--- src/hw/rtl/shelf_atlas_cell_allocator_defines.svh ---
// Assertion macros shared by the atlas allocator RTL.
`ifndef SHELF_ATLAS_CELL_ALLOCATOR_DEFINES_SVH
`define SHELF_ATLAS_CELL_ALLOCATOR_DEFINES_SVH

// Condition must hold at every clock edge outside reset.
`define SACA_ASSERT_ALWAYS(label, cond, msg) \
  label: assert property (@(posedge clk) disable iff (rst) (cond)) else $error(msg);

// Consequent must hold in the same cycle as the antecedent.
`define SACA_ASSERT_IMPLY(label, ante, cons, msg) \
  label: assert property (@(posedge clk) disable iff (rst) (ante) |-> (cons)) \
    else $error(msg);

`endif

--- src/hw/rtl/saca_ram.sv ---
// Simple dual-port RAM with one write port and a registered read port.
`default_nettype none

module saca_ram #(
  parameter int WIDTH = 8,
  parameter int DEPTH = 64
) (
  input  wire logic                     clk,
  input  wire logic                     we,
  input  wire logic [$clog2(DEPTH)-1:0] waddr,
  input  wire logic [WIDTH-1:0]         wdata,
  input  wire logic                     re,
  input  wire logic [$clog2(DEPTH)-1:0] raddr,
  output      logic [WIDTH-1:0]         rdata
);

  logic [WIDTH-1:0] mem [DEPTH];

  always_ff @(posedge clk) begin
    if (we) begin
      mem[waddr] <= wdata;
    end
    if (re) begin
      rdata <= mem[raddr];
    end
  end

endmodule

`default_nettype wire

--- config.mk ---
export PLATFORM = sky130hd
export DESIGN_NAME = saca_ram
export DESIGN_NICKNAME = d
export VERILOG_FILES = /design/src/hw/rtl/shelf_atlas_cell_allocator_defines.svh /design/src/hw/rtl/saca_ram.sv
export SDC_FILE = /design/constraint.sdc
export NUM_CORES = 1
export LEC_CHECK = 0
export BUFFER_PORTS_ARGS = -buffer_cell sky130_fd_sc_hd__buf_2
export CAP_MARGIN = 20
export CORE_MARGIN = 2
export CORE_UTILIZATION = 55
export CTS_BUF_LIST = sky130_fd_sc_hd__clkbuf_16
export DETAILED_ROUTE_END_ITERATION = 7
export PLACE_DENSITY = 0.71
export SKIP_LAST_GASP = 1
export SLEW_MARGIN = 20
export SYNTH_ARGS = -nofsm -noshare
export SYNTH_HDL_FRONTEND = slang
export SYNTH_SLANG_ARGS = --single-unit
--- constraint.sdc ---
create_clock -name clk -period 5.4 [get_ports clk]
set_input_delay 1.35 -clock clk [delete_from_list [all_inputs] [get_ports clk]]
set_output_delay 1.35 -clock clk [all_outputs]
set_load 0.03 [all_outputs]
==> metrics list <==
- Result of the run: finished clean
- Endpoints failing hold: 0
- Buffers placed on the I/O ports in this run total 30.
- Largest delay contributor family on the critical path: buffers and inverters
- Static timing analysis puts the maximum clock frequency at 287 MHz.
- Across the VDD grid, the largest voltage drop is 227 uV.
- Counting flops and latches in the post-synthesis netlist gives 520.
- Cell type of the slowest stage on the worst timing path: mux4_2
- The floorplan step set the die height to 196 um.
- Place WS: 1320 ps
- Standby leakage power: 0.00697 uW
- The cell area that synthesis handed to floorplanning was 0.0202 mm^2.
- Compared with the post-synthesis result, the final layout area differs by 10.4%.
- Number of placed I/O pins: 31
* Die X-Extent: 196 um
* CP Capture Type: flop
- Detailed routing inserted a total of 9591 vias.
* Pin count of the biggest net entering global routing: 65
* Commonest register cell after synthesis: edfxtp_1
* Syn avg cell area: 21.5 um^2
- Counting along the longest clock path gives a buffer depth of 3.
- Antenna Violating Nets Remaining: 0
- Reg2reg setup slack: 3170 ps
* Final-stage net count: 1015
- Leaving out fill and tap cells, the most frequent cells in the layout are edfxtp_1 (520), mux4_2 (126), nor2_1 (83).
- Share of the yosys chip area belonging to registers: 0.771
* Number of detailed-routing iterations run before antenna repair: 5
- The first global-routing pass estimated 64.7 mm of wire.
* Clock latency at the later pin of the worst-skew pair: 560 ps
* Sequential cell area: 0.0156 mm^2
* Final Wtd Congestion: 0.855
- RSZ-0062 raised after global routing: no
- Worst hold path class: reg2reg
- Kind of critical path: in2reg
- Traced cell by cell, the critical path runs through clkbuf_8 > buf_4 > mux4_2 > o221a_2 > nor3_1 > o32ai_1.
- In the routed layout, each cell is associated on average with a via count of 6.41.
* Core region area: 0.0364 mm^2
* Ratio of final minimum period to clock period: 0.645
- Max-cap violations in this run came to 0.
* Sum of buffers and inverters on the critical path: 2
- Ys async rst share: 0
* Initial antenna violation count: 6
* Count of unique library cells instantiated by Yosys: 39
- For the worst setup path, the data arrival time is 3780 ps.
* Routed wire per std cell: 29.0 um
* Violation count after the first detailed-route iteration: 1037
* Deepest level of the CTS H-tree: 2
* Detailed Route WL: 43.5 mm
- Of all nets on the critical path, the largest fanout is 42.
* Total area of multi-input combinational cells: 0.00432 mm^2
- Clock tree from TritonCTS: built
* Nets in the synthesized netlist: 963
- Count of flip-flops with a built-in enable after synthesis: 520
- Clock-pin slew was measured on the worst setup and hold paths at 60 ps.
- Fin worst setup slack: 1920 ps
- Counting every sink on the clock net gives 520.
- In the routed design, unresolved DRC markers number 0.
- After legalization and detailed placement, the total HPWL measured 25.6 mm.
* Transition time of the tightest slew-check pin: 1020 ps
- Required time worst endpoint: 5690 ps
- Number of buffers added to fix hold violations after cts: 0
- Clock tree synthesis inserted a total of 50 buffers.
* Synthesized instance count: 940
- Post-cts resize count: 0
- Critical Path Source Type: primary input
- Across every metal layer, demand over resource in global routing totals 0.234.
- Initial Util: 0.556
* Headroom to the max-slew limit: 0.318
- Synth warn: 0
* Post-CTS setup repair buffer count: 0
- Largest incremental delay on the critical path: 570 ps
- After filler insertion, the fill cell instance count of the layout stands at 2477.
- Final clock skew: 14.5 ps
- Total global routing overflow: 0
- Row count: 70
- Number of max-slew violations in the final report: 0
* Root buf cell: clkbuf_16
* Cell Pwr Density: 362 mW/mm^2
* Vias in the first global route: 9785
- Setup violations remaining at the end of the flow were counted as 0.
- The library cell used most frequently in the layout, excluding fill and tap cells, is edfxtp_1.
* Tmin final: 3480 ps
- Die Footprint: 0.0384 mm^2
- In the final layout, the share of cells above drive strength 1 is 0.246.
* Setup TNS: 0 ps
[per-stage QoR]
stage	cell area, um^2	hold slack, ps	util	power (uW)	cells
final	22400	936	0.614	8090	1496
after global routing	22400	1020	0.614	8310	1495
after CTS	22400	928	0.613	8130	1494
after detailed placement	20900	924	0.573	4980	1408
after global placement	20900	896	0.573	4980	1408
after floorplan	20200	797	-	4820	940
[cells in the mapped netlist (all sizes together), types with 2 or more instances]
library cell,instances,area share
edfxtp,520,0.77
o221ai,8,0.0035
a22oi,3,0.0011
clkbuf,17,0.0032
nand3b,3,0.0011
o221a,2,0.0011
mux2i,23,0.011
nor3,7,0.0017
nand4,2,0.00062
o21ai,4,0.00099
nand2,19,0.0035
o2bb2ai,3,0.0013
nand3,13,0.0032
mux2,13,0.0072
o2111ai,3,0.0013
mux4,126,0.14
a221oi,6,0.0026
o22ai,8,0.0025
nor2,83,0.015
o21a,2,0.00074
a2111oi,2,0.00087
buf,34,0.012
a21oi,3,0.00074
nand2b,7,0.0022
o32ai,2,0.00087
o41ai,2,0.00087
a211oi,4,0.0015
nor2b,14,0.0043
nor4,2,0.00062
[worst paths after layout]
check                        to  depth (start not counted)                 start
min reg2reg  rdata[6]$_DFFE_PP_                          3  mem[30][6]$_DFFE_PP_
min          rdata[6]$_DFFE_PP_                          3  mem[30][6]$_DFFE_PP_
max          rdata[4]$_DFFE_PP_                          6              raddr[0]
max reg2reg  rdata[4]$_DFFE_PP_                          5  mem[21][4]$_DFFE_PP_
[layout make-up]
cell class / count / area share
sequential: 520 / 0.698
antenna: 2 / 0.000224
multi-input combinational: 369 / 0.193
clock inverter: 33 / 0.00716
clock buffer: 53 / 0.0593
tap: 468 / 0.0262
timing repair buffer: 51 / 0.0158
[layer usage]
layer,part of all wire,up-vias,global-route usage
met5,0.0012,-,0.00639
met4,0.024,8,0.0682
met3,0.080,83,0.0478
met2,0.49,424,0.369
met1,0.41,5044,0.338
li1,-,4032,-
[report_power, final]
group | switching, uW | internal (uW)
clock network | 1400 | 1800
registers | 12.9 | 4480
logic | 255 | 152
total | 1670 | 6430
[registers in the layout, indices dropped and copies added (netlist names)]
name and flops:
mem 512, rdata 8
[cells by family after synthesis]
group,synth area share
DFF,0.771
muxes,0.159
and+or+nand+nor,0.0337
AOI/OAI and AO/OA,0.0206
buffers and inverters,0.0156
[worst reg2reg max path, delay by kind of cell, from the launching register on]
| family | cells | cell delay, ps |
|---|---|---|
| simple gates | 1 | 360 |
| flops | 1 | 370 |
| compound gates | 2 | 450 |
| mux | 2 | 790 |
(Power assumes the default switching activity.)
